`config.mk`:
```
export PLATFORM = sky130hd
export DESIGN_NAME = pcpa_front
export DESIGN_NICKNAME = d
export VERILOG_FILES = /design/src/sv/pcpa_pkg.sv /design/src/sv/pcpa_front.sv
export SDC_FILE = /design/constraint.sdc
export NUM_CORES = 1
export LEC_CHECK = 0
export ABC_AREA = 0
export BUFFER_PORTS_ARGS = -buffer_cell sky130_fd_sc_hd__buf_2
export CAP_MARGIN = 20
export CORE_MARGIN = 1.5
export CORE_UTILIZATION = 50
export DETAILED_ROUTE_END_ITERATION = 6
export PLACE_DENSITY = 0.75
export SKIP_LAST_GASP = 1
export SLEW_MARGIN = 10
export SYNTH_ARGS = -nofsm -noshare
export SYNTH_HDL_FRONTEND = slang
export SYNTH_SLANG_ARGS = --single-unit
```
`constraint.sdc`:
```
create_clock -name i_clk -period 3.5 [get_ports i_clk]
set_input_delay 0.175 -clock i_clk [delete_from_list [all_inputs] [get_ports i_clk]]
set_output_delay 0.175 -clock i_clk [all_outputs]
set_load 0.02 [all_outputs]
```
`src/sv/pcpa_pkg.sv`:
```
// Shared types and constants for the per-CPU page free-list allocator.
// Used by every module of the block; has no dependencies of its own.
package pcpa_pkg;

    localparam int CPU_COUNT  = 8;
    localparam int PAGE_COUNT = 32768;
    localparam int PAGE_SHIFT = 12;

    localparam int ADDR_W  = 32;
    localparam int CNT_W   = 16;
    localparam int CPU_IN_W = 3;
    localparam int CPU_W   = (CPU_COUNT > 1) ? $clog2(CPU_COUNT) : 1;
    localparam int PG_W    = $clog2(PAGE_COUNT);
    localparam int CFG_W   = 1;

    localparam logic [ADDR_W-1:0] BASE_RESET = 32'h0000_0000;
    localparam logic [ADDR_W-1:0] TOP_RESET  = 32'h0800_0000;

    localparam logic [CFG_W-1:0] CFG_BASE = 1'b0;
    localparam logic [CFG_W-1:0] CFG_TOP  = 1'b1;

    localparam logic REQ_ALLOC = 1'b0;
    localparam logic REQ_FREE  = 1'b1;

    localparam logic [1:0] ST_OK  = 2'd0;
    localparam logic [1:0] ST_OOM = 2'd1;
    localparam logic [1:0] ST_BAD = 2'd2;

    // Depth of the command queue between front and back.
    localparam int Q_DEPTH = 2;
    localparam int Q_PW    = (Q_DEPTH > 1) ? $clog2(Q_DEPTH) : 1;
    localparam int Q_CW    = $clog2(Q_DEPTH + 1);

    typedef enum logic [1:0] {
        OP_PUSH,
        OP_POP,
        OP_BAD
    } t_op;

    typedef struct packed {
        t_op               op;
        logic              own;   // requester has a list of its own
        logic [CPU_W-1:0]  cpu;
        logic [PG_W-1:0]   page;
    } t_cmd;

endpackage

```
`src/sv/pcpa_front.sv`:
```
// Front end: holds the address bound registers, checks and classifies requests.
// Depends on pcpa_pkg.
module pcpa_front (
    input  logic                          i_clk,
    input  logic                          i_rst_n,
    input  logic                          i_cfg_we,
    input  logic [pcpa_pkg::CFG_W-1:0]    i_cfg_index,
    input  logic [pcpa_pkg::ADDR_W-1:0]   i_cfg_data,
    input  logic                          i_in_valid,
    input  logic                          i_req_type,
    input  logic [pcpa_pkg::CPU_IN_W-1:0] i_cpu_id,
    input  logic [pcpa_pkg::ADDR_W-1:0]   i_page_addr,
    input  logic                          i_q_full,
    output logic                          o_push,
    output pcpa_pkg::t_cmd                o_cmd
);

    logic [pcpa_pkg::ADDR_W-1:0] r_base;
    logic [pcpa_pkg::ADDR_W-1:0] r_top;
    logic                        w_own;
    logic                        w_bad;
    logic [pcpa_pkg::ADDR_W-1:0] w_pg_full;

    always_ff @(posedge i_clk) begin
        if (!i_rst_n) begin
            r_base <= pcpa_pkg::BASE_RESET;
            r_top  <= pcpa_pkg::TOP_RESET;
        end else if (i_cfg_we) begin
            case (i_cfg_index)
                pcpa_pkg::CFG_BASE: r_base <= i_cfg_data;
                pcpa_pkg::CFG_TOP:  r_top  <= i_cfg_data;
                default: ;
            endcase
        end
    end

    always_comb begin
        w_pg_full = i_page_addr >> pcpa_pkg::PAGE_SHIFT;
        w_own     = (32'(i_cpu_id) < 32'(pcpa_pkg::CPU_COUNT));
        w_bad     = (i_page_addr[pcpa_pkg::PAGE_SHIFT-1:0] != '0)
                    || (i_page_addr < r_base)
                    || (i_page_addr >= r_top)
                    || (w_pg_full >= 32'(pcpa_pkg::PAGE_COUNT))
                    || !w_own;

        o_cmd.own  = w_own;
        o_cmd.cpu  = pcpa_pkg::CPU_W'(i_cpu_id);
        o_cmd.page = pcpa_pkg::PG_W'(w_pg_full);
        if (i_req_type == pcpa_pkg::REQ_ALLOC) begin
            o_cmd.op = pcpa_pkg::OP_POP;
        end else if (w_bad) begin
            o_cmd.op = pcpa_pkg::OP_BAD;
        end else begin
            o_cmd.op = pcpa_pkg::OP_PUSH;
        end
    end

    assign o_push = i_in_valid && !i_q_full;

endmodule

```
* Word level (Yosys, flattened, before mapping)
Index checks and enable logic that the tools add are counted.
Word-level totals: input port bits 74, bits in registers 64
Cells by class: magnitude comparators 3, multiplexer cells 2, reductions and logical operators 8, bitwise logic cells 1
Operators by type and width (number):
- $ge 32x32->1 | 1
- $lt 32x32->1 | 1
- $ge 20x16->1 const B | 1
- $reduce_bool 12->1 | 1
- $mux 2 | 2
- $reduce_and 2->1 | 2
- $logic_or 1x1->1 | 3
- $logic_and 1x1->1 | 1
- $logic_not 1->1 | 1
- $not 1->1 | 1

* Depth between registers and ports, before layout
Gate-level depths: netlist (run 1).
depth in word-level cells 6, mapped depth 8, gate-level depth less buffers 8

* Least setup slack after synthesis (run 1)
OpenSTA, ideal clock, no wires.
path type register to output, start point register r_base[25] in the netlist's numbering, end point output o_cmd[20] in the netlist's numbering, cell stages (with the launch flop) 9, buffers on the path 0, path slack 1502 ps, arrival 1823 ps, required time 3325 ps, path through dfxtp_1 inv_1 ha_1 a21o_1 a221o_1 a221oi_1 o21ai_0 a21oi_1 o41a_1
RTL lines:
- start, declared | RTL line pcpa_front.sv:18 | logic [pcpa_pkg::ADDR_W-1:0] r_base;
- start signal, assigned | RTL line pcpa_front.sv:26 | r_base <= pcpa_pkg::BASE_RESET;
- start signal, assigned | RTL line pcpa_front.sv:30 | pcpa_pkg::CFG_BASE: r_base <= i_cfg_data;
- end, declared | RTL line pcpa_front.sv:15 | output pcpa_pkg::t_cmd o_cmd

==> flow_summary.ini, run 1 <==
[synthesis]
ys_seq_elements = 64
ys_seq_area_share_pct = 31.2
syn-num-nets = 664
synth-edff-count = 0
synthCells = 527
ys_async_sr_fraction_pct = 0
avgSynthCellArea_um2 = 7.79
syn_area_um2 = 4110
synthFlopType = dfxtp_1
yosys.cell_types.count = 32
yosys_warnings = 0

[worst_setup_path]
end_kind = output port
crit_required_ps = 3320
start_kind = flop
path_cells = inv_1 -> ha_1 -> a21o_1 -> nand3_1 -> a21oi_1 -> a2111oi_0 -> a2111oi_0 -> o41a_1 -> buf_2
critPathKind = reg -> out
cp.arrival_ps = 2660
cp_max_fo = 2
critPathSlowestCell = a2111oi_0
cp_top_family = compound AO/OA/AOI/OAI gates
reg2reg_depth = 2
critPathBufInv = 2
slowest_delay_ps = 590
cp.depth = 9
crit_top_cell = a2111oi_0

[sta]
fin_crit_ps = 2840
hold_viol_final = 0
fin_tns_setup_ps = 0
skew_ps = 0
drv_slew = 0
period_share_pct = 81.0
max-slew-margin-rel_pct = 36.5
rsz0062_at_grt = no
finalSetupViolations = 0
fmax_mhz = 353
hold-worst-slack_ps = 82.2
setup_ws_ps = 664
tightestPinTransition_ps = 952

[die]
die_w_um = 93.6
core_um2 = 7850
io_pins = 96
row_count = 32
dieArea_um2 = 8770
die_h_um = 93.6
start_util_pct = 52.3

[final_layout]
area_growth_pct = 13.6
fill_cells = 731
fin_nets = 727
multiInputGateArea_um2 = 2370
ff_latch_area_um2 = 1280
diodes = 0
drive_gt1_share_pct = 18.7

[placement]
gp_congestion = 0.839
post-dp-hpwl_mm = 6.88
pre_cts_ws_ps = 1010
io_buffers = 88

[clock_network]
cts_setup_buffers = 0
clock_latency_ps = 340
cts.repair.resized = 0
htreeDepth = 3
numCtsBuffers = 9
hold_buffers = 0
cts.reportedPaths.clkPinSlew_ps = 80
cts.sinks = 64
clk_path_buf_depth = 2
root_buffer = clkbuf_8
cts_tree = done

[grt]
antenna_found_initial = 0
grtUsageTotal_pct = 22.9
grt_pass1_vias = 3570
grt_pass1_wl_mm = 15.8
grt_start_max_net_pins = 65
overflow = 0

[status]
outcome = finished clean

[routing]
drc = 0
routed_wl_mm = 9.48
via_per_inst = 5.14
wire_per_inst_um = 13.6
initialDrtViolationCount = 137
ant_nets = 0
route.vias.total = 3580
firstDrtPassIters = 6

[power_and_ir_drop]
power_leakage_nw = 1.96
power_density_nw_per_um2 = 358
vdd_drop_max_mv = 0.177

[hold_path]
min_delay_path_depth = 3
hp-class = in -> reg

[run]
cap_violations = 0
[power by group]
part | internal (mW) | switching, mW | total [mW]
Clock | 0.256 | 0.307 | 0.563
Sequential | 0.762 | 0.0164 | 0.778
Combinational | 0.141 | 0.189 | 0.331
[flip-flops by register name, summed over array words and instances (netlist names)]
register / count
r_top: 32
r_base: 32
[per-layer routing]
| metal | wire, um | track usage (%) |
|---|---|---|
| met1 | 4400 | 28.1 |
| met2 | 4500 | 39.4 |
| met3 | 393 | 3.82 |
| met4 | 187 | 9.95 |
| met5 | 0 | 0 |
[cell usage after synthesis (6+ instances only)]
cell type / number / area share, %
a21boi_0: 63 / 12
dfxtp_1: 64 / 31
a21o_1: 6 / 1.1
o21ai_0: 9 / 1.1
nand3_1: 6 / 0.73
nor2_1: 7 / 0.64
clkbuf_1: 21 / 1.9
a21oi_1: 20 / 2.4
ha_1: 63 / 19
inv_1: 64 / 5.8
nand2_1: 143 / 13
buf_4: 19 / 3.5
[area by class of cell]
class,instances,share of cell area (%)
Timing Repair Buffer,92,10.2
Sequential cell,64,27.5
Multi-Input combinational cell,359,50.7
Tap cell,102,2.74
Inverter,64,5.15
Clock buffer,9,2.65
Clock inverter,7,1.02
[cells in the final DEF (no fill, tap or decap), types with 5 or more instances in the layout]
cell type,n
buf_2,88
o21ai_0,9
nand4_1,5
a21boi_0,63
inv_1,64
ha_1,63
nand3_1,6
clkbuf_8,9
nand2_1,143
dfxtp_1,64
nor2_1,7
a21oi_1,20
and4_1,5
a21o_1,6
[kinds of logic (layout without fill, tap and decap cells)]
logic type | count (synthesis) | after routing | synth area share [%]
AND/OR/NAND/NOR | 180 | 180 | 18.7
adder cells (fa/ha/maj) | 63 | 63 | 19.2
AO/OA/AOI/OAI | 115 | 115 | 19.6
other | 1 | 1 | 0.0913
buffers and inverters | 104 | 172 | 11.2
flip-flops | 64 | 64 | 31.2
[worst paths after layout]
| path | from | end | slack, ps |
|---|---|---|---|
| setup / recovery | r_top[9] | o_cmd[20] | 660 |
| hold / removal | i_cfg_data[6] | r_base[6] | 80 |
| setup reg to reg | r_top[13] | r_top[13] | 2820 |
| hold reg to reg | r_base[26] | r_base[26] | 470 |
[worst register-to-register path: cells and delay by family, from the launching register on]
family	cells	cell delay, ps
flops	1	350
compound gates	1	210
simple gates	1	50
[per-stage QoR]
stage          area [um^2]  utilization [%]  power (mW)  instances
6_report              4670             59.5        1.67        697
3_5_place_dp          4490             57.3        1.12        681
3_3_place_gp          4480             57.1        1.11        680
4_1_cts               4670             59.5        1.69        697
2_1_floorplan         4110                -        1.01        527
5_1_grt               4670             59.5        1.77        697
Note: power is estimated with default switching activity, not from simulation.
==> run 2: changes to the inputs <==
==> constraint.sdc (replaced) <==
create_clock -name i_clk -period 3 [get_ports i_clk]
set_input_delay 0.15 -clock i_clk [delete_from_list [all_inputs] [get_ports i_clk]]
set_output_delay 0.15 -clock i_clk [all_outputs]
set_load 0.02 [all_outputs]
==> run 2 against run 1 <==
Count of clock-buffer cells in the layout up 3. Sequential cell count unchanged. Hold slack worse by 21 ps. First-iteration DRC count up 26%. Power up 35%. Wire length up 3.4%. Utilization up 1.1 points. Clock power up 72%. Sequential power up 17%. Largest cell class unchanged. Largest power group is now clock. Highest routed layer unchanged.
==> flow_summary.ini, run 2 (synthesis gave the netlist of run 1 again) <==
[grt]
grt_pass1_wl_mm = 16.3
grt_start_max_net_pins = 65
grtUsageTotal_pct = 23.6
overflow = 0
grt_pass1_vias = 3711
antenna_found_initial = 0

[final_layout]
multiInputGateArea_um2 = 2370
diodes = 0
area_growth_pct = 15.7
reg.largest.list = r_base (32), r_top (32)
fin_nets = 727
mostFrequentLayoutCells = nand2_1, buf_2, inv_1, dfxtp_1
fill_cells = 738
final_common_cell = nand2_1
ff_latch_area_um2 = 1280
final_util_pct = 60.5
drive_gt1_share_pct = 18.7

[power_and_ir_drop]
seqPwrFrac_pct = 40.2
switching_share_pct = 25.8
internal-power_mw = 1.68
power_leakage_nw = 2.00
power_frac_clock_pct = 42.7
vdd_drop_max_mv = 0.239
p_sw_mw = 0.584
combPwrFrac_pct = 17.1
power_density_nw_per_um2 = 476

[worst_setup_path]
slowest_delay_ps = 460
end_kind = output port
crit_top_cell = a2111oi_0
crit_required_ps = 2850
start_kind = flop
reg2reg_depth = 2
path_cells = inv_1 -> ha_1 -> a21o_1 -> nand3_1 -> a21oi_1 -> a2111oi_0 -> a2111oi_0 -> o41a_1 -> buf_2
critPathSlowestCell = a2111oi_0
cp.arrival_ps = 2470
critPathKind = reg -> out
cp_max_fo = 2

[sta]
tightestPinTransition_ps = 940
fmax_mhz = 382
skew_ps = 0
finalSetupViolations = 0
drv_slew = 0
period_share_pct = 87.3
fin_crit_ps = 2620
fin_tns_setup_ps = 0
hold_viol_final = 0
max-slew-margin-rel_pct = 37.3
rsz0062_at_grt = no

[clock_network]
cts.reportedPaths.clkPinSlew_ps = 80
htreeDepth = 3
numCtsBuffers = 9
cts_setup_buffers = 0
clock_latency_ps = 330
root_buffer = clkbuf_8
hold_buffers = 0
cts_tree = done
cts.sinks = 64
cts.repair.resized = 0
clk_path_buf_depth = 2

[die]
start_util_pct = 52.3
die_w_um = 93.6
die_h_um = 93.6
io_pins = 96
dieArea_um2 = 8770
core_um2 = 7850
row_count = 32

[routing]
wire_per_inst_um = 14.1
firstDrtPassIters = 4
drc = 0
initialDrtViolationCount = 172
routed_wl_mm = 9.79
route.vias.total = 3644
ant_nets = 0
via_per_inst = 5.23

[hold_path]
min_delay_path_depth = 3
hp-class = in -> reg

[run]
cap_violations = 0

[placement]
gp_congestion = 0.833
io_buffers = 88
post-dp-hpwl_mm = 7.01

[status]
outcome = finished clean
## run 2: changes by cell type in the layout (fill, tap and decap cells not counted)
cell | previous run | this run
clkinvlp_4 | 2 | 0
buf_4 | 3 | 4
clkbuf_8 | 9 | 12
bufinv_16 | 0 | 3
buf_8 | 1 | 0
inv_6 | 1 | 0
clkinv_2 | 3 | 0
## run 2: final cells by class
| cell class | instances | share of cell area (%) |
|---|---|---|
| multi-input combinational | 359 | 49.8 |
| sequential | 64 | 27.0 |
| timing repair buffer | 92 | 9.90 |
| inverter | 64 | 5.06 |
| clock buffer | 12 | 3.48 |
| tap | 102 | 2.69 |
| clock inverter | 4 | 2.08 |
## run 2: per-stage QoR
stage	area [um^2]	power [mW]	worst slack, ps	instances	hold slack [ps]
2_1_floorplan	4110	1.18	1030	527	288
3_3_place_gp	4490	1.29	734	681	300
3_5_place_dp	4490	1.31	741	681	300
4_1_cts	4750	2.28	361	697	47.0
5_1_grt	4750	2.37	198	697	62.0
6_report	4750	2.26	380	697	61.5
## run 2: power by group through the flow
| stage | clock (mW) | sequential [mW] | combinational (mW) |
|---|---|---|---|
| 2_1_floorplan | 0 | 0.922 | 0.257 |
| 3_3_place_gp | 0 | 0.926 | 0.366 |
| 3_5_place_dp | 0 | 0.927 | 0.381 |
| 4_1_cts | 0.983 | 0.908 | 0.388 |
| 5_1_grt | 1.01 | 0.912 | 0.443 |
| 6_report | 0.966 | 0.908 | 0.386 |
## run 2: routing by layer
metal / vias up / GRT usage (%) / part of all wire [%]
li1: 1859 / - / -
met1: 1669 / 28.7 / 44
met2: 106 / 41.8 / 50
met3: 10 / 3.66 / 4.9
met4: 0 / 8.21 / 1.3
met5: - / 0 / 0
## run 2: critical path: cells and delay by family (launching register included)
family                   cells  cell delay, ps
AO/OA/AOI/OAI                5            1250
adder cells (fa/ha/maj)      1             280
buffers and inverters        2             210
flip-flops                   1             330
AND/OR/NAND/NOR              1              70
## run 2: final timing paths
| kind | endpoint | start | slack, ps |
|---|---|---|---|
| worst max-delay path | o_cmd[20] | r_top[9] | 380 |
| worst min register to register | r_top[26] | r_top[26] | 470 |
| worst max register to register | r_top[0] | r_top[0] | 2300 |
| worst min-delay path | r_top[27] | i_cfg_data[27] | 60 |
==> run 3: changes to the inputs <==
--- a/config.mk
+++ b/config.mk
@@ -8,10 +8,12 @@
 export ABC_AREA = 0
 export BUFFER_PORTS_ARGS = -buffer_cell sky130_fd_sc_hd__buf_2
 export CAP_MARGIN = 20
+export CORE_ASPECT_RATIO = 0.9
 export CORE_MARGIN = 1.5
 export CORE_UTILIZATION = 50
 export DETAILED_ROUTE_END_ITERATION = 6
 export PLACE_DENSITY = 0.75
+export REMOVE_ABC_BUFFERS = 1
 export SKIP_LAST_GASP = 1
 export SLEW_MARGIN = 10
 export SYNTH_ARGS = -nofsm -noshare
==> run 3 against run 2 <==
Fmax fell by 7.3%. Register-to-register slack worse by 20 ps. Sequential cell count is the same. Setup slack worse by 210 ps. Clock skew is the same. Hold slack better by 0.73 ps. Non-clock buffer count did not move. Largest cell class unchanged. Highest routed layer unchanged.
==> flow_summary.ini, run 3 (synthesis gave the netlist of run 1 again) <==
[worst_setup_path]
reg2reg_depth = 2
cp_top_family = compound AO/OA/AOI/OAI gates
critPathBufInv = 2
path_cells = inv_1 -> ha_1 -> a21o_1 -> nand3_1 -> a21oi_1 -> a2111oi_0 -> a2111oi_0 -> o41a_1 -> buf_2
critPathSlowestCell = a2111oi_0
r2r-start = r_base[28]
r2r_slack_ps = 2280
cp.arrival_ps = 2680
start_kind = flop
crit_top_cell = a2111oi_0
slowest_delay_ps = 640
crit_required_ps = 2850
timing.rr.end = r_base[28]
cp_max_fo = 2
end_kind = output port
critPathKind = reg -> out

[die]
row_count = 31
core_um2 = 7990
die_w_um = 98.5
io_pins = 96
die_h_um = 89.0
start_util_pct = 51.4
dieArea_um2 = 8770

[final_layout]
diodes = 0
fin_nets = 727
area_growth_pct = 14.0
final_util_pct = 58.6
final_common_cell = nand2_1
reg.largest.list = r_base (32), r_top (32)
mostFrequentLayoutCells = nand2_1, buf_2, inv_1, dfxtp_1
drive_gt1_share_pct = 18.3

[sta]
fin_tns_setup_ps = 0
period_share_pct = 94.2
skew_ps = 0
hold_viol_final = 0
tightestPinTransition_ps = 946
max-slew-margin-rel_pct = 36.9
rsz0062_at_grt = no
fin_crit_ps = 2830
fmax_mhz = 354
finalSetupViolations = 0
drv_slew = 0

[routing]
top_layer = met4
ant_nets = 0
via_per_inst = 5.13
wl_met1_mm = 4.32
routed_wl_mm = 9.35
firstDrtPassIters = 5
drc = 0
wire_per_inst_um = 13.5
met2_length_mm = 4.43
initialDrtViolationCount = 142
route.vias.total = 3562
dr_wl_met3_um = 412

[power_and_ir_drop]
power_leakage_nw = 1.97
vdd_drop_max_mv = 0.194
power_density_nw_per_um2 = 435

[clock_network]
cts_tree = done
clk_path_buf_depth = 2
hold_buffers = 0
clock_latency_ps = 330
cts.reportedPaths.clkPinSlew_ps = 70
root_buffer = clkbuf_8
cts.sinks = 64
htreeDepth = 3
cts.repair.resized = 0
numCtsBuffers = 9
cts_setup_buffers = 0

[grt]
antenna_found_initial = 0
overflow = 0
grt_start_max_net_pins = 65
grt_pass1_wl_mm = 15.5
grtUsageTotal_pct = 22.3
grt_pass1_vias = 3534

[hold_path]
min_delay_path_depth = 3
hold_path_end = r_top[27]
hp-start = i_cfg_data[27]
hp-class = in -> reg

[run]
cap_violations = 0

[placement]
gp_congestion = 0.871
post-dp-hpwl_mm = 6.94
io_buffers = 88

[status]
outcome = finished clean
[run 3: power breakdown]
group / internal, mW / switching (mW) / total (mW)
clock network: 0.427 / 0.319 / 0.747
logic: 0.163 / 0.217 / 0.380
registers: 0.889 / 0.0188 / 0.908
[run 3: per-layer routing]
metal	vias to the layer above	track usage, %
met5	-	0
met1	1602	28.8
met2	91	37.6
met4	0	9.73
met3	15	3.13
li1	1854	-
[run 3: area by class of cell]
cell class              instances  area, um^2
inverters                      64         240
clock inverters                 3        40.0
flip-flops and latches         64        1280
fillers                       781        3310
well taps                      99         124
clock buffers                  13         159
repair buffers                 92         470
multi-input cells             359        2370
[run 3: worst max path at each step]
stage               start   endpoint  slack (ps)  cells past startpoint
6_report         r_top[9]  o_cmd[20]         170                      9
5_1_grt          r_top[9]  o_cmd[20]           2                      9
4_1_cts          r_top[9]  o_cmd[20]         120                      9
3_5_place_dp     r_top[9]  o_cmd[20]         490                      9
3_3_place_gp     r_top[9]  o_cmd[20]         530                      9
2_1_floorplan  r_base[25]  o_cmd[20]        1030                      8
[run 3: worst min-delay path, stage by stage]
cell and delay, ps:
buf_2 80, nand2_1 40, o211ai_1 80
[run 3: per-stage QoR]
| stage | std cells | power [mW] | setup WS, ps | cell area (um^2) | hold slack [ps] |
|---|---|---|---|---|---|
| floorplan | 487 | 1.13 | 1030 | 3890 | 239 |
| global placement | 678 | 1.29 | 533 | 4480 | 300 |
| detailed placement | 678 | 1.31 | 493 | 4480 | 300 |
| CTS | 694 | 2.05 | 122 | 4680 | 52.5 |
| global route | 694 | 2.15 | 2.28 | 4680 | 64.7 |
| finish | 694 | 2.03 | 174 | 4680 | 62.2 |
