[src/sv/pcpa_pkg.sv]
// Shared types and constants for the per-CPU page free-list allocator.
// Used by every module of the block; has no dependencies of its own.
package pcpa_pkg;

    localparam int CPU_COUNT  = 8;
    localparam int PAGE_COUNT = 32768;
    localparam int PAGE_SHIFT = 12;

    localparam int ADDR_W  = 32;
    localparam int CNT_W   = 16;
    localparam int CPU_IN_W = 3;
    localparam int CPU_W   = (CPU_COUNT > 1) ? $clog2(CPU_COUNT) : 1;
    localparam int PG_W    = $clog2(PAGE_COUNT);
    localparam int CFG_W   = 1;

    localparam logic [ADDR_W-1:0] BASE_RESET = 32'h0000_0000;
    localparam logic [ADDR_W-1:0] TOP_RESET  = 32'h0800_0000;

    localparam logic [CFG_W-1:0] CFG_BASE = 1'b0;
    localparam logic [CFG_W-1:0] CFG_TOP  = 1'b1;

    localparam logic REQ_ALLOC = 1'b0;
    localparam logic REQ_FREE  = 1'b1;

    localparam logic [1:0] ST_OK  = 2'd0;
    localparam logic [1:0] ST_OOM = 2'd1;
    localparam logic [1:0] ST_BAD = 2'd2;

    // Depth of the command queue between front and back.
    localparam int Q_DEPTH = 2;
    localparam int Q_PW    = (Q_DEPTH > 1) ? $clog2(Q_DEPTH) : 1;
    localparam int Q_CW    = $clog2(Q_DEPTH + 1);

    typedef enum logic [1:0] {
        OP_PUSH,
        OP_POP,
        OP_BAD
    } t_op;

    typedef struct packed {
        t_op               op;
        logic              own;   // requester has a list of its own
        logic [CPU_W-1:0]  cpu;
        logic [PG_W-1:0]   page;
    } t_cmd;

endpackage

[src/sv/pcpa_queue.sv]
// Short command queue that decouples the front end from the list engine.
// Depends on pcpa_pkg.
module pcpa_queue (
    input  logic           i_clk,
    input  logic           i_rst_n,
    input  logic           i_push,
    input  pcpa_pkg::t_cmd i_cmd,
    output logic           o_full,
    input  logic           i_pop,
    output logic           o_valid,
    output pcpa_pkg::t_cmd o_cmd
);

    pcpa_pkg::t_cmd                r_mem [pcpa_pkg::Q_DEPTH];
    logic [pcpa_pkg::Q_PW-1:0]     r_wp;
    logic [pcpa_pkg::Q_PW-1:0]     r_rp;
    logic [pcpa_pkg::Q_CW-1:0]     r_cnt;

    assign o_full  = (r_cnt == pcpa_pkg::Q_CW'(pcpa_pkg::Q_DEPTH));
    assign o_valid = (r_cnt != '0);
    assign o_cmd   = r_mem[r_rp];

    always_ff @(posedge i_clk) begin
        if (i_push) begin
            r_mem[r_wp] <= i_cmd;
        end
    end

    always_ff @(posedge i_clk) begin
        if (!i_rst_n) begin
            r_wp  <= '0;
            r_rp  <= '0;
            r_cnt <= '0;
        end else begin
            if (i_push) begin
                r_wp <= (r_wp == pcpa_pkg::Q_PW'(pcpa_pkg::Q_DEPTH - 1)) ? '0 : r_wp + 1'b1;
            end
            if (i_pop) begin
                r_rp <= (r_rp == pcpa_pkg::Q_PW'(pcpa_pkg::Q_DEPTH - 1)) ? '0 : r_rp + 1'b1;
            end
            case ({i_push, i_pop})
                2'b10:   r_cnt <= r_cnt + 1'b1;
                2'b01:   r_cnt <= r_cnt - 1'b1;
                default: r_cnt <= r_cnt;
            endcase
        end
    end

endmodule

[config.mk]
export PLATFORM = sky130hd
export DESIGN_NAME = pcpa_queue
export DESIGN_NICKNAME = d
export VERILOG_FILES = /design/src/sv/pcpa_pkg.sv /design/src/sv/pcpa_queue.sv
export SDC_FILE = /design/constraint.sdc
export NUM_CORES = 1
export LEC_CHECK = 0
export ABC_AREA = 1
export BUFFER_PORTS_ARGS = -buffer_cell sky130_fd_sc_hd__buf_2
export CAP_MARGIN = 20
export CORE_AREA = 2 2 61 85
export CTS_CLUSTER_DIAMETER = 80
export DETAILED_ROUTE_END_ITERATION = 8
export DIE_AREA = 0 0 63 87
export GPL_ROUTABILITY_DRIVEN = 1
export SLEW_MARGIN = 40
export SYNTH_ARGS = -nofsm -noshare
export SYNTH_HDL_FRONTEND = slang
export SYNTH_SLANG_ARGS = --single-unit
[constraint.sdc]
create_clock -name i_clk -period 4.8 [get_ports i_clk]
set_input_delay 0 -clock i_clk [delete_from_list [all_inputs] [get_ports i_clk]]
set_output_delay 0 -clock i_clk [all_outputs]
set_load 0.03 [all_outputs]
* Yosys cells after proc, flatten, opt, wreduce, memory -nomap -nowiden
Memory sizes are Yosys's and may differ from the RTL's. A register that Yosys moved wholly into a read port is not among the register bits. Index checks and enable logic that the tools add are counted.
Operators by class: equality and inequality tests 3, reduce and logical (&&, ||, !) cells 2, multiplexer cells 7, add/sub/neg operators 4
Operator list (count):
- 1-bit 2-to-1 mux | 6
- 2-bit == test (second input constant) | 2
- 2-bit case mux with 2 select lines | 1
- 2-bit nonzero test | 2
- 1-bit adder (second input constant) | 2
- 2-bit by 1-bit adder with 2-bit output (second input constant) | 1
- 2-bit by 1-bit == test with 1-bit output (second input constant) | 1
- 2-bit by 1-bit subtractor with 2-bit output (second input constant) | 1
Word-level totals: bits in writable memories 42, memories 1, output and inout bits 23, word-level logic and storage cells 20, bits in registers 4
Memories:
- r_mem | words 2, bits a word 21, rd ports 1, clocked after memory_dff 1, wr ports 1, RTL line pcpa_queue.sv:14 | pcpa_pkg::t_cmd r_mem [pcpa_pkg::Q_DEPTH];

* Logic depth before layout (Yosys ltp)
Gate-level depths: netlist of the first run.
depth in word-level cells 4, mapped depth 7, depth with buffers taken out 7

* Least setup slack after synthesis of the first run
OpenSTA, ideal clock, no wires.
path type register to register, from register r_wp, to memory r_mem[0][0] in the netlist's numbering, enable pin, path buffers 0, arrival time 1.224 ns, setup slack 3.177 ns, cell stages (with the launch flop) 2, cell sequence dfxtp_1 nor2_1
RTL lines:
- start: declaration | RTL line pcpa_queue.sv:15 | logic [pcpa_pkg::Q_PW-1:0] r_wp;
- start signal: assignment | RTL line pcpa_queue.sv:36 | r_wp <= (r_wp == pcpa_pkg::Q_PW'(pcpa_pkg::Q_DEPTH - 1)) ? '0 : r_wp + 1'b1;
- end: declaration | RTL line pcpa_queue.sv:14
Straight into the memory's write port.

==> results of run 1 <==
-- cell type report --
class	count	area, um^2	share of cell area (%)
repair buffers	73	493.0	20.03
well taps	64	80.08	3.254
inverters	6	22.52	0.9151
clock inverters	2	8.758	0.3559
clock buffers	6	72.57	2.949
flip-flops and latches	47	1361	55.31
multi-input cells	45	422.9	17.18
-- cell usage after synthesis --
cell	number	area (um^2)
inv_1	6	22.52
buf_6	2	22.52
ha_1	1	12.51
a21oi_1	1	5.000
dfxtp_1	5	100.1
nor2_1	11	41.29
mux2_2	1	11.26
nand2_1	9	33.78
nand4_1	1	6.260
mux2_4	20	300.3
edfxtp_1	42	1261
o21ai_0	1	5.000
-- cell usage in the layout, fill, tap and decap left out, drive strengths merged --
| cell | synthesis | layout |
|---|---|---|
| ha | 1 | 1 |
| nor2 | 11 | 11 |
| clkbuf | 0 | 6 |
| dfxtp | 5 | 5 |
| o21ai | 1 | 1 |
| a21oi | 1 | 1 |
| buf | 2 | 48 |
| nand2 | 9 | 9 |
| mux2 | 21 | 21 |
| dlygate4sd3 | 0 | 25 |
| inv | 6 | 6 |
| edfxtp | 42 | 42 |
| clkinv | 0 | 2 |
| nand4 | 1 | 1 |
-- flip-flops by register name, summed over array words and instances, names as in the netlist, named ones only --
register / flops
r_rp: 1
r_mem: 42
r_cnt: 2
r_wp: 1
-- worst max-delay path, stage by stage, from the launching register on --
cell and delay [ps]:
dfxtp_1 730, buf_4 350, mux2_2 360, buf_2 180
-- cells by family (layout without fill, tap and decap cells) --
group | Yosys count | after routing | synth area share [%]
flip-flops | 47 | 47 | 74.73
multiplexers | 21 | 21 | 17.10
AND/OR/NAND/NOR | 21 | 21 | 4.464
buffers and inverters | 8 | 87 | 2.472
AO/OA/AOI/OAI | 2 | 2 | 0.5489
adder cells (fa/ha/maj) | 1 | 1 | 0.6867
-- metrics by stage --
stage / utilization, % / worst slack [ps] / instances / hold slack (ps)
CTS: 51.63 / 2840 / 243 / 227.8
detailed placement: 44.67 / 3161 / 210 / 193.0
floorplan: - / 3177 / 100 / 98.87
global placement: 44.57 / 3199 / 210 / 190.5
global route: 51.63 / 2754 / 243 / 277.6
finish: 51.63 / 2885 / 243 / 240.0
-- metal layers --
layer | vias up | share of wire [%]
li1 | 519 | -
met1 | 527 | 38
met2 | 29 | 55
met3 | 5 | 4.6
met4 | 0 | 1.9
met5 | - | 0
-- worst min-delay path by stage --
stage,startpoint,endpoint,slack (ps),depth (start not counted)
6_report,i_push,r_cnt[0],240,4
4_1_cts,i_push,r_cnt[0],230,4
3_3_place_gp,i_cmd[17],r_mem[0][17],190,1
5_1_grt,i_push,r_cnt[0],280,4
3_5_place_dp,i_cmd[19],r_mem[0][19],190,1
2_1_floorplan,i_cmd[0],r_mem[0][0],100,0
-- repair_timing --
item                      CTS  global route
hold endpoints to repair   46             0
gates resized for setup     0             0
hold buffers               25             0
-- where the power goes --
| part | leakage [nW] | switching, W | internal, W |
|---|---|---|---|
| logic | 0.539 | 0.0000761 | 0.0000630 |
| clock network | 0.0426 | 0.000120 | 0.000100 |
| registers | 0.436 | 0.0000108 | 0.000470 |
==> results.md, run 1 <==
* Outcome: complete, no violations
* RSZ-0062 raised after global routing: no
* Clk_skew at 3.991 ps
* Met1 usage at 11.66%
* Row count at 30
* Worst setup path endpoint: o_cmd[3]
* Area of placed instances at 2130 um^2
* Critical path startpoint category: flip-flop
* CP required at 4800 ps
* Setup-failing EPs final at 0
* Crit path kind: reg -> out
* Met2 Use GR at 21.86%
* Syn_area_per_cell at 18.22 um^2
* Fill cells at 421
* Most Crowded Layer GR: met2
* Die Area at 5481 um^2
* Initial antenna violation count at 0
* CORE AREA at 4767 um^2
* Detailed placement HPWL at 2.090 mm
* Final routed DRC violation total at 0
* Yosys cell types at 12
* CTS root buf: clkbuf_8
* Hold WC Path Type: in -> reg
* Worst reg2reg path depth at 5
* Share of cells above drive strength 1 at 43.02%
* Total GRT Usage at 11.76%
* Die outline width at 63 um
* Area growth, synth to finish at 35.10%
* CTS tree: done
* Final #Nets at 204
* Met3 Use GR at 3.234%
* #FFs+latches synth at 47
* Setup TNS at 0 ps
* Vias at 1080
* Fin. max-slew vios at 0
* WL final at 3.102 mm
* Clock Latency Late Sink at 290 ps
* Initial drt markers at 15
* Die Y at 87 um
* Largest net degree at the start of global routing at 22
* Slew headroom at 57.64%
* Routed len/inst at 12.77 um
* FF-to-FF End: r_wp
* Mapped Cells at 100
* Register area share after synthesis at 74.73%
* Minimum clock period at 1915 ps
* Port bufs at 47
* Vias in the first global route at 1112
* Antenna Violating Nets Remaining at 0
* IO Pins at 48
* Diodes inserted at 0
* First-pass GRT wire length at 4.795 mm
* Leak pwr at 1.018 nW
* Reg clk slew, reported paths at 80 ps
* Post-CTS setup buffer count at 0
* Pwr dens at 341.5 nW/um^2
* Hold Fails Final Rpt at 0
* Final Cycle Share at 39.90%
* Max VDD drop at 0.1872 mV
* Worst Path Arrival at 1920 ps
* R2r startpoint: r_wp
* Syn_nets at 126
* Tightest Pin Transition at 634.5 ps
* Max-Cap Viols at 0
* Reg2reg setup slack at 2990 ps
* Cell Area, Synth at 1822 um^2
* Placer congestion estimate at 0.6712
* Total CTS buffers at 5
* Syn. warnings at 0
* Design area at 2461 um^2
* Post-DR vias/cell at 4.444
* Drt pass-1 iters at 4
* Gr ovfl total at 0
* H-Tree Level Count at 2
* Max Fclk at 522.2 MHz
* Max FO, Critical Path at 11
* Starting Density at 38.22%
* Max Buffers Root-to-Sink at 2
* Critical Path End Type: output port
* Total chip power at 0.0008405 W
* CTS Sinks at 47
Power figures use the tool's default switching activity.
==> run 2: changes to the inputs <==
ABC_AREA = 0   (was 1)
CORE_AREA = 2 2 59 83   (was 2 2 61 85)
DIE_AREA = 0 0 61 85   (was 0 0 63 87)
clock period = 1.6 ns   (was 4.8 ns; I/O delays follow)
==> results.md, run 2 <==
* Count leader, synth: edfxtp_1
* Drt pass-1 iters at 4 (unchanged)
* Placer congestion estimate at 0.6624 (-1.3%)
* Die outline width at 61 um (-3.2%)
* Cell Area, Synth at 1727 um^2 (-5.2%)
* Synth area leaders: edfxtp_1, mux2_2, dfxtp_1
* Gr ovfl total at 0 (unchanged)
* Port bufs at 47 (unchanged)
* Max VDD drop at 0.7568 mV (+300%)
* Critical Path End Type: output port
* CORE AREA at 4463 um^2 (-6.4%)
* Max reg flops at 42 (unchanged)
* Post-DR vias/cell at 4.322 (-2.8%)
* Largest net degree at the start of global routing at 15 (-32%)
* Switch share at 23.66% (-0.98 points)
* IO Pins at 48 (unchanged)
* Clk network pwr share at 30.5% (+4.3 points)
* CTS Sinks at 47 (unchanged)
* Combinational Power Share at 16.2% (-0.3 points)
* RSZ-0062 raised after global routing: no
* Area growth, synth to finish at 39.35%
* Most frequent cells in the layout: buf_2, edfxtp_1, dlygate4sd3_1, mux2_2, buf_4
* First-pass GRT wire length at 4.885 mm (+1.9%)
* Detailed placement HPWL at 2.131 mm (+2.0%)
* Die Y at 85 um (-2.3%)
* Critical path startpoint category: flip-flop
* CTS root buf: clkbuf_8
* Starting Density at 38.69% (+0.47 points)
* Switching Power at 0.0006387 W (+210%)
* Vias at 994 (-8.0%)
* Syn_nets at 113 (-10%)
* Final Cycle Share at 90.98%
* Max Fclk at 687.0 MHz
* Max Buffers Root-to-Sink at 2 (unchanged)
* Reg clk slew, reported paths at 80 ps (about the same)
* Commonest cells post-synth: edfxtp_1, mux2_2, dfxtp_1, and2_1
* Minimum clock period at 1456 ps
* Leading area contributor after synthesis: edfxtp_1
* Vias in the first global route at 1027 (-7.6%)
* Final routed DRC violation total at 0 (unchanged)
* Total CTS buffers at 5 (unchanged)
* Pwr dens at 1122 nW/um^2 (+230%)
* Fin. max-slew vios at 0 (unchanged)
* Diodes inserted at 0 (unchanged)
* Synth async-reset ratio at 0% (unchanged)
* Flop pwr share at 53.3% (-3.9 points)
* Initial drt markers at 50 (+35)
* Post-CTS setup buffer count at 0 (unchanged)
* Outcome: complete, no violations
* Setup TNS at 0 ps (unchanged)
* CP required at 1600 ps (-3200 ps)
* Clock Latency Late Sink at 290 ps (about the same)
* Reg2reg setup slack at 360 ps (-2630 ps)
* Crit path kind: reg -> out
* CTS tree: done
* Share of cells above drive strength 1 at 50.60% (+7.6 points)
* Fill cells at 373 (-11%)
* Commonest non-fill, non-tap cell in the layout: buf_2
* Clk_skew at 4.048 ps (+0.05682 ps)
* Tightest Pin Transition at 325.9 ps (-308.6 ps)
* Die Area at 5185 um^2 (-5.4%)
* #FFs+latches synth at 47 (unchanged)
* Register area share after synthesis at 78.84% (+4.1 points)
* H-Tree Level Count at 2 (unchanged)
* Max-Cap Viols at 0 (unchanged)
* Prevailing post-synth register cell: edfxtp_1
* Syn. warnings at 0 (unchanged)
* Hold WC Path Type: in -> reg
* Post-Place Worst Slack at 335.1 ps (-2826 ps)
* Slew headroom at 78.27% (+21 points)
* Post-synth EDFFs at 42 (unchanged)
* Row count at 29 (-3.3%)
* Mapped Cells at 87 (-13%)
* Worst Path Arrival at 1460 ps (-460 ps)
* Initial antenna violation count at 0 (unchanged)
* Internal power at 0.002061 W (+230%)
* Hold Fails Final Rpt at 0 (unchanged)
* Top cell type's share of synthesized area at 73.04% (+3.8 points)
* WL final at 3.058 mm (-1.4%)
* Max FO, Critical Path at 8 (-3)
* Syn_area_per_cell at 19.85 um^2 (+8.9%)
* Antenna Violating Nets Remaining at 0 (unchanged)
* Final worst slack at 144.4 ps (-2741 ps)
* Routed len/inst at 13.30 um (+4.2%)
* Final #Nets at 193 (-5.4%)
* Leak pwr at 0.9339 nW (-8.2%)
* Largest registers: r_mem: 42 flops, r_cnt: 2 flops
* Setup-failing EPs final at 0 (unchanged)
* Largest Register: r_mem
* Total GRT Usage at 13.21% (+1.5 points)
* Yosys cell types at 17 (+5)
[run 2: changes by cell type after synthesis, moves of 2 or more]
cell,change
mux2_2,+20
mux2_4,-20
nor2_1,-10
nand2_1,-9
inv_1,-5
and2_1,+4
buf_2,+2
buf_6,-2
xnor2_1,+2
[run 2: kinds of logic (layout without fill, tap and decap cells)]
logic type	Yosys count	count (layout)	synth area share (%)
muxes	21	21	13.70
buffers and inverters	3	84	0.7969
adders and majority gates	1	1	0.7245
and+or+nand+nor	9	9	3.261
xor gates and xnor gates	3	3	1.522
AOI/OAI and AO/OA	3	3	1.159
DFF	47	47	78.84
[run 2: worst max-delay path, cell delays in order (launching register included)]
cell and delay (ps):
dfxtp_2 430, buf_4 200, mux2_2 350, buf_2 180
[run 2: power by group through the flow]
stage	Clock [W]	Combinational [W]	Sequential, W
finish	0.000823	0.000437	0.00144
global route	0.000916	0.000469	0.00145
CTS	0.000854	0.000444	0.00144
detailed placement	0	0.000400	0.00147
global placement	0	0.000393	0.00146
floorplan	0	0.000276	0.00146
[run 2: stage by stage]
| stage | total power, W | instance area [um^2] | hold WS (ps) | util, % | instances |
|---|---|---|---|---|---|
| after floorplan | 0.001731 | 1729 | 98.87 | - | 87 |
| after global placement | 0.001855 | 2077 | 188.5 | 46.54 | 200 |
| after detailed placement | 0.001868 | 2077 | 190.8 | 46.54 | 200 |
| after CTS | 0.002738 | 2406 | 47.60 | 53.91 | 230 |
| after global routing | 0.002832 | 2406 | 31.12 | 53.91 | 230 |
| final | 0.002700 | 2406 | 52.59 | 53.91 | 230 |
[run 2: layout make-up]
cell class                 count  area (um^2)  area share [%]
clock buffer                   5        68.82           2.860
timing repair buffer          75        500.5           20.80
multi-input combinational     37        354.1           14.72
sequential                    47         1363           56.63
tap                           62        77.57           3.224
inverter                       1        3.754          0.1560
clock inverter                 3        38.79           1.612
[run 2: layer usage]
metal	wire (um)	track usage (%)	vias up
li1	-	-	491
met3	121	4.573	5
met4	41	5.336	0
met1	1295	15.75	470
met5	0	0	-
met2	1599	21.41	28
[run 2: timing repair]
action	in CTS	in global routing
endpoints found under the hold margin	46	0
hold buffers	22	0
gates resized for setup	1	0
setup endpoints to repair	1	0
[run 2: path summary, 6_finish.rpt]
path	cells past startpoint	to	from
setup / recovery	3	o_cmd[4]	flip-flop
hold / removal	3	flip-flop	i_pop
setup reg to reg	2	r_mem[1][15]	r_wp
hold reg to reg	2	r_cnt[1]	r_cnt[1]
==> run 3: changes to the inputs <==
CTS_CLUSTER_DIAMETER = 50   (was 80)
HOLD_SLACK_MARGIN = 0.08   (was not set)
SLEW_MARGIN = 10   (was 40)
==> results.md, run 3 (same netlist as run 2, synthesis figures left out) <==
* Die Area at 5185 um^2 (unchanged)
* Crit path kind: reg -> out
* Critical Path Stages at 3 (unchanged)
* Area growth, synth to finish at 41.09%
* Hold WC Path Type: in -> reg
* Drt pass-1 iters at 4 (unchanged)
* Reg clk slew, reported paths at 80 ps (about the same)
* Clk_skew at 4.121 ps (+0.07280 ps)
* Worst reg2reg path depth at 3 (+1)
* Fill cells at 369 (-1.1%)
* Antenna Violating Nets Remaining at 0 (unchanged)
* Worst Path Arrival at 1460 ps (about the same)
* Post-CTS setup buffer count at 0 (unchanged)
* Slew headroom at 78.27% (about the same)
* Delay-heaviest family, CP: flip-flops
* Detailed placement HPWL at 2.131 mm (unchanged)
* Crit path buf inv count at 2 (unchanged)
* CTS Sinks at 47 (unchanged)
* WL final at 3.099 mm (+1.3%)
* Total GRT Usage at 13.43% (+0.22 points)
* Setup-failing EPs final at 0 (unchanged)
* Share of cells above drive strength 1 at 49.71% (-0.89 points)
* Outcome: complete, no violations
* Final Cycle Share at 90.97% (about the same)
* Max VDD drop at 0.8427 mV (+11%)
* Die outline width at 61 um (unchanged)
* Slowest stage delay, CP at 430 ps (about the same)
* Minimum clock period at 1455 ps (-0.1670 ps)
* Flop pwr share at 53.1% (-0.2 points)
* Tightest Pin Transition at 326.0 ps (+0.08297 ps)
* Largest registers: r_mem: 42 flops, r_cnt: 2 flops
* Max Buffers Root-to-Sink at 2 (unchanged)
* RSZ-0062 raised after global routing: no
* Leak pwr at 0.9478 nW (+1.5%)
* IO Pins at 48 (unchanged)
* CORE AREA at 4463 um^2 (unchanged)
* Commonest non-fill, non-tap cell in the layout: buf_2
* Post-DR vias/cell at 4.352 (+0.70%)
* Diodes inserted at 0 (unchanged)
* CTS tree: done
* Row count at 29 (unchanged)
* Max FO, Critical Path at 8 (unchanged)
* Final #Nets at 196 (+1.6%)
* Port bufs at 47 (unchanged)
* Vias at 1014 (+2.0%)
* Switching Power at 0.0006417 W (+0.47%)
* Initial antenna violation count at 0 (unchanged)
* Largest Register: r_mem
* Fin. max-slew vios at 0 (unchanged)
* Max reg flops at 42 (unchanged)
* CTS root buf: clkbuf_8
* CP max-delay cell: dfxtp_2
* Critical Path End Type: output port
* Starting Density at 38.69% (unchanged)
* Hold depth at 2 (-1)
* Hold Fails Final Rpt at 0 (unchanged)
* Switch share at 23.69% (+0.029 points)
* Critical-path cell list: buf_4, mux2_2, buf_2
* Total CTS buffers at 5 (unchanged)
* Placer congestion estimate at 0.6624 (unchanged)
* Max Fclk at 687.1 MHz (about the same)
* Final routed DRC violation total at 0 (unchanged)
* Vias in the first global route at 1054 (+2.6%)
* Combinational Power Share at 16.5% (+0.3 points)
* Core Util, Final at 54.58% (+0.67 points)
* Most frequent cells in the layout: buf_2, edfxtp_1, dlygate4sd3_1, mux2_2, buf_4
* Max-Cap Viols at 0 (unchanged)
* Routed len/inst at 13.30 um (about the same)
* Pwr dens at 1112 nW/um^2 (-0.89%)
* Clock Latency Late Sink at 290 ps (about the same)
* Critical path startpoint category: flip-flop
* H-Tree Level Count at 2 (unchanged)
* First-pass GRT wire length at 4.954 mm (+1.4%)
* Internal power at 0.002067 W (+0.31%)
* Initial drt markers at 49 (-2.0%)
* Setup TNS at 0 ps (unchanged)
* Die Y at 85 um (unchanged)
* Clk network pwr share at 30.4% (about the same)
* CP required at 1600 ps (about the same)
* Gr ovfl total at 0 (unchanged)
* Largest net degree at the start of global routing at 15 (unchanged)
-- run 3: changes by cell type in the layout (fill, tap and decap cells not counted), sizes merged --
cell | before | now
dlygate4sd3 | 22 | 25
-- run 3: layout make-up --
| class | instances | area (um^2) | share of cell area [%] |
|---|---|---|---|
| clock buffer | 5 | 68.82 | 2.825 |
| clock inverter | 3 | 38.79 | 1.592 |
| inverter | 1 | 3.754 | 0.1541 |
| multi-input combinational | 37 | 354.1 | 14.54 |
| sequential | 47 | 1363 | 55.93 |
| tap | 62 | 77.57 | 3.184 |
| timing repair buffer | 78 | 530.5 | 21.78 |
-- run 3: what timing repair did --
action                                  CTS  global route
endpoints found under the setup margin    1             0
hold buffers                             25             0
gates resized for setup                   1             0
endpoints found under the hold margin    47             0
-- run 3: power by group through the flow --
stage                     Combinational [W]  Clock, W  Sequential (W)
after floorplan                    0.000276         0         0.00146
after global placement             0.000393         0         0.00146
after detailed placement           0.000400         0         0.00147
after CTS                          0.000451  0.000854         0.00144
after global routing               0.000478  0.000916         0.00145
final                              0.000446  0.000824         0.00144
-- run 3: routing by layer --
layer	routed length (um)	track usage [%]
met1	1268	15.34
met2	1671	22.48
met3	117	4.573
met4	41	5.336
met5	0	0
-- run 3: worst paths after layout --
path / end / startpoint / slack (ps)
max: o_cmd[4] / flip-flop / 140
min: r_mem[1][6] / i_cmd[6] / 430
max reg2reg: flip-flop / r_rp / 350
min reg2reg: r_cnt[1] / r_cnt[1] / 550
-- run 3: metrics by stage --
stage	hold WS [ps]	std cells	power (W)	instance area, um^2	worst slack [ps]
floorplan	98.87	87	0.001731	1729	304.2
global placement	188.5	200	0.001855	2077	377.1
detailed placement	190.8	200	0.001868	2077	335.1
CTS	414.4	233	0.002745	2436	117.0
global route	415.3	233	0.002841	2436	62.70
finish	430.0	233	0.002709	2436	144.5
